### config.mk
export PLATFORM = sky130hd
export DESIGN_NAME = gregorian_date_offset
export DESIGN_NICKNAME = d
export VERILOG_FILES = /design/src/design/gdo_pkg.sv /design/src/design/gdo_ctrl.sv /design/src/design/gdo_dp.sv /design/src/design/gregorian_date_offset.sv
export SDC_FILE = /design/constraint.sdc
export NUM_CORES = 1
export LEC_CHECK = 0
export BUFFER_PORTS_ARGS = -buffer_cell sky130_fd_sc_hd__buf_2
export CAP_MARGIN = 25
export CORE_UTILIZATION = 55
export CTS_CLUSTER_DIAMETER = 80
export DETAILED_ROUTE_END_ITERATION = 10
export PLACE_DENSITY_LB_ADDON = 0.1
export SLEW_MARGIN = 20
export SYNTH_ARGS = -nofsm -noshare
export SYNTH_HDL_FRONTEND = slang
export SYNTH_SLANG_ARGS = --single-unit
### constraint.sdc
create_clock -name clk -period 6.3 [get_ports clk]
set_clock_uncertainty 0.05 [all_clocks]
set_input_delay 0.315 -clock clk [delete_from_list [all_inputs] [get_ports clk]]
set_output_delay 0.315 -clock clk [all_outputs]
set_load 0.02 [all_outputs]
### src/design/gdo_pkg.sv
package gdo_pkg;

  localparam int COUNT_BITS_DEF = 16;

  localparam int YEAR_W    = 14;
  localparam int MONTH_W   = 4;
  localparam int DAY_W     = 5;
  localparam int WEEKDAY_W = 3;
  localparam int STATUS_W  = 2;
  localparam int CMD_W     = 2;
  localparam int Q100_W    = 8;
  localparam int Q7_W      = 12;

  localparam logic [CMD_W-1:0] CMD_SET     = 2'd0;
  localparam logic [CMD_W-1:0] CMD_ADVANCE = 2'd1;
  localparam logic [CMD_W-1:0] CMD_BACK    = 2'd2;

  localparam logic [STATUS_W-1:0] ST_OK      = 2'd0;
  localparam logic [STATUS_W-1:0] ST_RANGE   = 2'd1;
  localparam logic [STATUS_W-1:0] ST_INVALID = 2'd2;

  localparam logic [YEAR_W-1:0]  YEAR_MIN    = 14'd1;
  localparam logic [YEAR_W-1:0]  YEAR_MAX    = 14'd9999;
  localparam logic [MONTH_W-1:0] MONTH_FIRST = 4'd1;
  localparam logic [MONTH_W-1:0] MONTH_LAST  = 4'd12;
  localparam logic [DAY_W-1:0]   DAY_FIRST   = 5'd1;

  // Reciprocal constants: x / 100 = (x * 5243) >> 19 for x below 2^14,
  // x / 7 = (x * 18725) >> 17 for x below 2^14.
  localparam logic [12:0] DIV100_MUL   = 13'd5243;
  localparam int          DIV100_SHIFT = 19;
  localparam logic [14:0] DIV7_MUL     = 15'd18725;
  localparam int          DIV7_SHIFT   = 17;

  typedef enum logic [3:0] {
    S_IDLE,
    S_DIV,
    S_LEAP,
    S_DISPATCH,
    S_SETCHK,
    S_FWD,
    S_BCHK,
    S_BADD,
    S_COMMIT,
    S_WDIV,
    S_DOY,
    S_WSUM,
    S_WQ7,
    S_WMOD
  } state_t;

  typedef struct packed {
    logic load;
    logic div_y;
    logic div_p;
    logic leap;
    logic fwd_step;
    logic back_step;
    logic back_add;
    logic set_range;
    logic set_invalid;
    logic commit;
    logic doy_init;
    logic doy_step;
    logic wk_sum;
    logic wk_q7;
    logic wk_mod;
  } dp_cmd_t;

  typedef struct packed {
    logic [CMD_W-1:0] cmd;
    logic             fwd_more;
    logic             d_le_zero;
    logic             wrap_fwd;
    logic             wrap_back;
    logic             year_top;
    logic             year_bottom;
    logic             set_valid;
    logic             doy_more;
  } dp_stat_t;

  function automatic logic [DAY_W-1:0] days_in_month(input logic leap,
                                                      input logic [MONTH_W-1:0] m);
    logic [DAY_W-1:0] len;
    unique case (m)
      4'd2:                      len = leap ? 5'd29 : 5'd28;
      4'd4, 4'd6, 4'd9, 4'd11:   len = 5'd30;
      default:                   len = 5'd31;
    endcase
    return len;
  endfunction

  // The quotient q is the year divided by 100, taken from a register.
  function automatic logic is_leap(input logic [YEAR_W-1:0] y, input logic [Q100_W-1:0] q);
    logic [YEAR_W+6:0] hundreds;
    logic              whole;
    hundreds = {{(YEAR_W-1){1'b0}}, q} * 7'd100;
    whole    = (hundreds == {7'd0, y});
    return ((y[1:0] == 2'd0) && !whole) || (whole && (q[1:0] == 2'd0));
  endfunction

endpackage

### src/design/gdo_ctrl.sv
module gdo_ctrl
  import gdo_pkg::*;
(
  input  logic     clk,
  input  logic     rst,
  input  logic     start,
  input  dp_stat_t stat,
  output dp_cmd_t  cmd,
  output logic     busy
);

  state_t state, state_next;
  state_t ret, ret_next;

  always_ff @(posedge clk) begin
    if (rst) begin
      state <= S_IDLE;
      ret   <= S_IDLE;
    end else begin
      state <= state_next;
      ret   <= ret_next;
    end
  end

  assign busy = (state != S_IDLE);

  always_comb begin
    state_next = state;
    ret_next   = ret;
    cmd        = '0;
    unique case (state)
      S_IDLE: begin
        if (start) begin
          cmd.load   = 1'b1;
          ret_next   = S_DISPATCH;
          state_next = S_DIV;
        end
      end
      S_DIV: begin
        cmd.div_y  = 1'b1;
        state_next = S_LEAP;
      end
      S_LEAP: begin
        cmd.leap   = 1'b1;
        state_next = ret;
      end
      S_DISPATCH: begin
        unique case (stat.cmd)
          CMD_SET:     state_next = S_SETCHK;
          CMD_ADVANCE: state_next = S_FWD;
          CMD_BACK:    state_next = S_BCHK;
          default:     state_next = S_COMMIT;
        endcase
      end
      S_SETCHK: begin
        cmd.set_invalid = !stat.set_valid;
        state_next      = S_COMMIT;
      end
      S_FWD: begin
        if (!stat.fwd_more) begin
          state_next = S_COMMIT;
        end else if (stat.wrap_fwd && stat.year_top) begin
          cmd.set_range = 1'b1;
          state_next    = S_COMMIT;
        end else if (stat.wrap_fwd) begin
          cmd.fwd_step = 1'b1;
          ret_next     = S_FWD;
          state_next   = S_DIV;
        end else begin
          cmd.fwd_step = 1'b1;
        end
      end
      S_BCHK: begin
        if (!stat.d_le_zero) begin
          state_next = S_COMMIT;
        end else if (stat.wrap_back && stat.year_bottom) begin
          cmd.set_range = 1'b1;
          state_next    = S_COMMIT;
        end else if (stat.wrap_back) begin
          cmd.back_step = 1'b1;
          ret_next      = S_BADD;
          state_next    = S_DIV;
        end else begin
          cmd.back_step = 1'b1;
          state_next    = S_BADD;
        end
      end
      S_BADD: begin
        cmd.back_add = 1'b1;
        state_next   = S_BCHK;
      end
      S_COMMIT: begin
        cmd.commit = 1'b1;
        ret_next   = S_WDIV;
        state_next = S_DIV;
      end
      S_WDIV: begin
        cmd.div_p    = 1'b1;
        cmd.doy_init = 1'b1;
        state_next   = S_DOY;
      end
      S_DOY: begin
        if (stat.doy_more) begin
          cmd.doy_step = 1'b1;
        end else begin
          state_next = S_WSUM;
        end
      end
      S_WSUM: begin
        cmd.wk_sum = 1'b1;
        state_next = S_WQ7;
      end
      S_WQ7: begin
        cmd.wk_q7  = 1'b1;
        state_next = S_WMOD;
      end
      S_WMOD: begin
        cmd.wk_mod = 1'b1;
        state_next = S_IDLE;
      end
      default: begin
        state_next = S_IDLE;
      end
    endcase
  end

endmodule

### src/design/gdo_dp.sv
module gdo_dp
  import gdo_pkg::*;
#(
  parameter int COUNT_BITS = COUNT_BITS_DEF
) (
  input  logic                  clk,
  input  logic                  rst,
  input  dp_cmd_t               cmd,
  output dp_stat_t              stat,
  input  logic [CMD_W-1:0]      command,
  input  logic [YEAR_W-1:0]     set_year,
  input  logic [MONTH_W-1:0]    set_month,
  input  logic [DAY_W-1:0]      set_day,
  input  logic [COUNT_BITS-1:0] day_count,
  output logic                  done,
  output logic [YEAR_W-1:0]     year,
  output logic [MONTH_W-1:0]    month,
  output logic [DAY_W-1:0]      day,
  output logic [WEEKDAY_W-1:0]  weekday,
  output logic [STATUS_W-1:0]   status
);

  localparam int DW = COUNT_BITS + 2;

  logic [YEAR_W-1:0]    cur_year;
  logic [MONTH_W-1:0]   cur_month;
  logic [DAY_W-1:0]     cur_day;

  logic [CMD_W-1:0]     op;
  logic [STATUS_W-1:0]  st;
  logic [YEAR_W-1:0]    wy;
  logic [MONTH_W-1:0]   wm;
  logic signed [DW-1:0] wd;
  logic                 wleap;
  logic [Q100_W-1:0]    q100;
  logic [MONTH_W-1:0]   mi;
  logic [YEAR_W-1:0]    acc;
  logic [Q7_W-1:0]      q7;

  logic [YEAR_W-1:0]    div_in;
  logic [YEAR_W+12:0]   div_prod;
  logic [YEAR_W+14:0]   mod_prod;
  logic [DAY_W-1:0]     dim;
  logic signed [DW-1:0] dim_w;
  logic signed [DW-1:0] cur_day_w;
  logic signed [DW-1:0] count_w;
  logic [YEAR_W-1:0]    prev_year;
  logic [YEAR_W-1:0]    q7_x7;
  logic [YEAR_W-1:0]    rem7;

  assign div_in    = cmd.div_p ? prev_year : wy;
  assign div_prod  = {13'd0, div_in} * {{YEAR_W{1'b0}}, DIV100_MUL};
  assign mod_prod  = {15'd0, acc} * {{YEAR_W{1'b0}}, DIV7_MUL};
  assign dim       = days_in_month(wleap, wm);
  assign dim_w     = $signed({{(DW-DAY_W){1'b0}}, dim});
  assign cur_day_w = $signed({{(DW-DAY_W){1'b0}}, cur_day});
  assign count_w   = $signed({2'b00, day_count});
  assign prev_year = wy - YEAR_MIN;
  assign q7_x7     = ({{(YEAR_W-Q7_W){1'b0}}, q7} << 3) - {{(YEAR_W-Q7_W){1'b0}}, q7};
  assign rem7      = acc - q7_x7;

  always_comb begin
    stat.cmd         = op;
    stat.fwd_more    = (wd > dim_w);
    stat.d_le_zero   = wd[DW-1] || (wd == '0);
    stat.wrap_fwd    = (wm == MONTH_LAST);
    stat.wrap_back   = (wm == MONTH_FIRST);
    stat.year_top    = (wy == YEAR_MAX);
    stat.year_bottom = (wy == YEAR_MIN);
    stat.set_valid   = (wy >= YEAR_MIN) && (wy <= YEAR_MAX) &&
                       (wm >= MONTH_FIRST) && (wm <= MONTH_LAST) &&
                       (wd >= $signed({{(DW-DAY_W){1'b0}}, DAY_FIRST})) && (wd <= dim_w);
    stat.doy_more    = (mi < wm);
  end

  always_ff @(posedge clk) begin
    if (rst) begin
      cur_year  <= YEAR_MIN;
      cur_month <= MONTH_FIRST;
      cur_day   <= DAY_FIRST;
      done      <= 1'b0;
    end else begin
      done <= cmd.wk_mod;
      if (cmd.commit && (st == ST_OK)) begin
        cur_year  <= wy;
        cur_month <= wm;
        cur_day   <= wd[DAY_W-1:0];
      end
    end
  end

  always_ff @(posedge clk) begin
    if (cmd.load) begin
      op <= command;
      st <= ST_OK;
      if (command == CMD_SET) begin
        wy <= set_year;
        wm <= set_month;
        wd <= $signed({{(DW-DAY_W){1'b0}}, set_day});
      end else begin
        wy <= cur_year;
        wm <= cur_month;
        if (command == CMD_ADVANCE) begin
          wd <= cur_day_w + count_w;
        end else if (command == CMD_BACK) begin
          wd <= cur_day_w - count_w;
        end else begin
          wd <= cur_day_w;
        end
      end
    end
    if (cmd.set_range) begin
      st <= ST_RANGE;
    end
    if (cmd.set_invalid) begin
      st <= ST_INVALID;
    end
    if (cmd.div_y || cmd.div_p) begin
      q100 <= div_prod[DIV100_SHIFT +: Q100_W];
    end
    if (cmd.leap) begin
      wleap <= is_leap(wy, q100);
    end
    if (cmd.fwd_step) begin
      wd <= wd - dim_w;
      if (wm == MONTH_LAST) begin
        wm <= MONTH_FIRST;
        wy <= wy + YEAR_MIN;
      end else begin
        wm <= wm + MONTH_FIRST;
      end
    end
    if (cmd.back_step) begin
      if (wm == MONTH_FIRST) begin
        wm <= MONTH_LAST;
        wy <= wy - YEAR_MIN;
      end else begin
        wm <= wm - MONTH_FIRST;
      end
    end
    if (cmd.back_add) begin
      wd <= wd + dim_w;
    end
    if (cmd.commit && (st != ST_OK)) begin
      wy <= cur_year;
      wm <= cur_month;
      wd <= cur_day_w;
    end
    if (cmd.doy_init) begin
      mi  <= MONTH_FIRST;
      acc <= {{(YEAR_W-DAY_W){1'b0}}, wd[DAY_W-1:0]};
      wm  <= wm;
    end
    if (cmd.doy_step) begin
      acc <= acc + {{(YEAR_W-DAY_W){1'b0}}, days_in_month(wleap, mi)};
      mi  <= mi + MONTH_FIRST;
    end
    if (cmd.wk_sum) begin
      acc <= acc + prev_year + (prev_year >> 2) - {{(YEAR_W-Q100_W){1'b0}}, q100}
             + {{(YEAR_W-Q100_W){1'b0}}, (q100 >> 2)};
    end
    if (cmd.wk_q7) begin
      q7 <= mod_prod[DIV7_SHIFT +: Q7_W];
    end
    if (cmd.wk_mod) begin
      year    <= cur_year;
      month   <= cur_month;
      day     <= cur_day;
      weekday <= rem7[WEEKDAY_W-1:0];
      status  <= st;
    end
  end

endmodule

### src/design/gregorian_date_offset.sv
// A command loads the working date, checks or walks it, commits it, then counts the day of
// the year and the weekday before the done beat. A forward move steps one month at a time,
// a backward move steps one month and then adds that month's length, and each year crossed
// recomputes the leap flag.
// One command at a time; the next start beat is taken in the cycle done pulses, and the
// receiver cannot stall. Synchronous reset loads 0001-01-01, clears done and idles the block.
module gregorian_date_offset
  import gdo_pkg::*;
#(
  parameter int COUNT_BITS = COUNT_BITS_DEF
) (
  input  logic                  clk,
  input  logic                  rst,
  input  logic                  start,
  output logic                  busy,
  input  logic [CMD_W-1:0]      command,
  input  logic [YEAR_W-1:0]     set_year,
  input  logic [MONTH_W-1:0]    set_month,
  input  logic [DAY_W-1:0]      set_day,
  input  logic [COUNT_BITS-1:0] day_count,
  output logic                  done,
  output logic [YEAR_W-1:0]     year,
  output logic [MONTH_W-1:0]    month,
  output logic [DAY_W-1:0]      day,
  output logic [WEEKDAY_W-1:0]  weekday,
  output logic [STATUS_W-1:0]   status
);

  dp_cmd_t  dp_cmd;
  dp_stat_t dp_stat;

  gdo_ctrl u_ctrl (
    .clk   (clk),
    .rst   (rst),
    .start (start),
    .stat  (dp_stat),
    .cmd   (dp_cmd),
    .busy  (busy)
  );

  gdo_dp #(
    .COUNT_BITS (COUNT_BITS)
  ) u_dp (
    .clk       (clk),
    .rst       (rst),
    .cmd       (dp_cmd),
    .stat      (dp_stat),
    .command   (command),
    .set_year  (set_year),
    .set_month (set_month),
    .set_day   (set_day),
    .day_count (day_count),
    .done      (done),
    .year      (year),
    .month     (month),
    .day       (day),
    .weekday   (weekday),
    .status    (status)
  );

endmodule

==> summary.txt <==
Yosys
  – Post-synth EDFFs: 69
  – Ys flop type: edfxtp_1
  – Post-Syn Area per Cell: 8.96 sq um
  – Unique masters post-synth: 81
  – Post-synth ARST share: 0
  – Post-synthesis cell area: between 0.015 and 0.02 sq mm
  – Seq/Total Area, Yosys: 0.209
  – Syn Nets: between 2000 and 2500
  – Cell count after synthesis: roughly 1800
  – YS warnings: 0
  – FF+latch count, synth: 130

Cells and area
  – Syn-to-layout area delta: 12.9%
  – Most frequent cells in the layout: inv_1 (253), ha_1 (237), nand2_1 (156)
  – Most common cell after layout, fill and taps aside: inv_1
  – Share of layout cells above drive strength 1: 0.138
  – Final Cell Area: 0.0178 sq mm
  – Net count, final: 2267
  – Antenna Cells: 0

Global routing
  – Initial antenna violation count: 0
  – First-pass GRT wire length: 66100 um
  – Grt total ovfl: 0
  – Number of global-route vias before repair: 12500
  – Tot GR Track Use: 0.293
  – Largest net degree at the start of global routing: 33

Place
  – Dpl hpwl: 33200 um
  – I/O Buffers: 73
  – Cell Area, Placed: 0.0169 sq mm
  – Place WS: -87.3 ps
  – GPL Wtd Cong: 0.926

Setup path
  – CP Capture Type: register
  – Crit-path max FO: 3
  – Crit start category: register
  – Worst setup path category: register to register
  – CP startpoint: u_dp.wy[4]$_DFF_P_
  – Arrival time worst endpoint: 6370 ps
  – Reg2reg start: u_dp.wy[4]$_DFF_P_
  – CP Data Required Time: ~6400 ps

Floorplanning
  – Initial core utilization: 0.563
  – Die area: 0.0293 sq mm
  – Row cnt: 61
  – Die Width: 171 um
  – # IOs: 74
  – Die height: around 170 um
  – Core ar.: 0.0279 sq mm

Min path
  – Worst hold path type: input port to register
  – Hold path startpoint: command[0]

Clocking
  – Clock sink count: 130
  – CTS H-Tree Depth: 4
  – Clock root cell: clkbuf_16
  – Clock transition at the registers of the reported paths: 60 ps
  – Hold-fix buffers, CTS: 0
  – CTS tree: yes
  – Clock Tree Buf Depth: 2
  – Num CTS Buffers: 17
  – Clk Latency, worst-skew pair: 430 ps

STA
  – Slew margin rel.: 0.300
  – Slew Limit Fails: 0
  – Endpoints failing hold: 0
  – Post-Route Setup TNS: 0 ps
  – Unrepaired setup endpoints after global routing: true
  – Final setup viols: 0
  – Min setup slack post-route: 54.9 ps
  – Post-route clock period utilization: 0.991
  – Fmax: 0.160 GHz
  – Worst slew pin tran: 1040 ps
  – Post-route minimum period: approximately 6200 ps

Route
  – DRT Pass-1 Iters: 5
  – Via count: ~13000
  – Routed WL per cell: between 15 and 20 um
  – Routed WL: ~42000 um
  – 1st-iter DRT viols: 1116
  – Post-DR vias/cell: 5.82
  – Antenna Nets Post-Route: 0
  – Drc violations: 0

Run status
  – Outcome: completed

Job
  – Max_cap viols: 0
-- worst paths after layout --
kind                                                    to  slack (ps)  cells past startpoint
worst max-delay path                u_dp.q100[4]$_DFFE_PP_          50                     25
worst min-delay path                  u_dp.op[0]$_DFFE_PP_         230                      1
worst max register to register      u_dp.q100[4]$_DFFE_PP_          50                     25
worst min register to register  u_ctrl.ret[2]$_SDFFE_PP0P_         430                      2
-- stage by stage --
stage | instances | hold slack [ps] | util
floorplan | 1756 | 364 | -
global route | 2247 | 221 | 0.636
global placement | 2206 | 403 | 0.605
finish | 2247 | 226 | 0.636
detailed placement | 2206 | 416 | 0.605
CTS | 2240 | 211 | 0.630
-- area by class of cell --
cell class / instances / area [sq um]
Clock buffer: 23 / 500
Multi-Input combinational cell: 1293 / 11400
Inverter: 261 / 980
Fill cell: 2486 / 10200
Timing Repair Buffer: 153 / 973
Tap cell: 378 / 473
Clock inverter: 9 / 113
Sequential cell: 130 / 3300
-- sequential cells by signal, summed over array words and instances (netlist names), 5 cells and up --
register       flops
u_dp.acc          14
u_dp.cur_day       5
u_dp.cur_year     14
u_dp.day           5
u_dp.q100          8
u_dp.wd           18
u_dp.wy           14
u_dp.year         14
-- worst max-delay path: stages (launching register included) --
cell      delay, ps
dfxtp_2         320
or4_4           550
nor4b_4         310
buf_4           180
nand2_4          60
nor2_4          140
xor2_2          230
inv_2            80
fa_1            560
inv_2            50
ha_4            220
fa_1            480
fa_1            520
inv_2            40
fa_1            500
inv_1            50
ha_1            260
o211ai_1         80
nor2_1          160
a221oi_2         90
a311oi_2        370
a41oi_2         210
buf_4           180
nand2b_1        120
a21oi_2          80
xnor2_1         120
-- cells in the mapped netlist, types with 8 or more instances --
cell	instances	area, sq um
inv_1	261	980
nand3_1	45	225
fa_1	124	2480
edfxtp_1	69	2070
a21oi_1	83	415
ha_1	243	3040
a211oi_1	14	105
dfxtp_1	61	1220
nor2_1	103	387
and3_1	12	75.1
clkbuf_1	57	214
nand2_1	159	597
o21ai_0	76	380
nor4_1	8	50.1
or3_1	8	50.1
buf_2	10	50.1
o211ai_1	12	90.1
mux2i_1	10	100
nor3_1	35	175
o22ai_1	19	119
a31oi_1	12	75.1
xor2_1	47	412
nand4_1	12	75.1
xnor2_1	74	648
a21o_1	12	90.1
o21a_1	8	60.1
nor2b_1	14	87.6
nand2b_1	20	125
-- per-layer routing --
metal | vias to the layer above | share of wire | track usage
li1 | 6222 | - | -
met4 | 0 | 0.019 | 0.0718
met5 | - | 0 | 0
met2 | 483 | 0.46 | 0.470
met3 | 53 | 0.068 | 0.0504
met1 | 6315 | 0.45 | 0.410
-- logic make-up (layout without fill, tap and decap cells) --
| kind of cell | count (synthesis) | after routing | synth area share |
|---|---|---|---|
| flops | 130 | 130 | 0.209 |
| fa+ha+maj | 367 | 367 | 0.351 |
| mux | 12 | 12 | 0.00923 |
| buf+inv | 333 | 446 | 0.0820 |
| compound gates | 335 | 335 | 0.140 |
| simple gates | 458 | 458 | 0.140 |
| xor+xnor | 121 | 121 | 0.0674 |
-- timing repair --
action / in CTS / in global routing
pin swaps: 11 / 29
endpoints found under the hold margin: 0 / 0
gates resized for setup: 9 / 24
setup buffers: 2 / 7
setup endpoints to repair: 4 / 6
cloned: 0 / 0
Power is left out: the tool's default activity adds up to more than one toggle a clock period on the data nets, which glitch-free logic cannot reach.
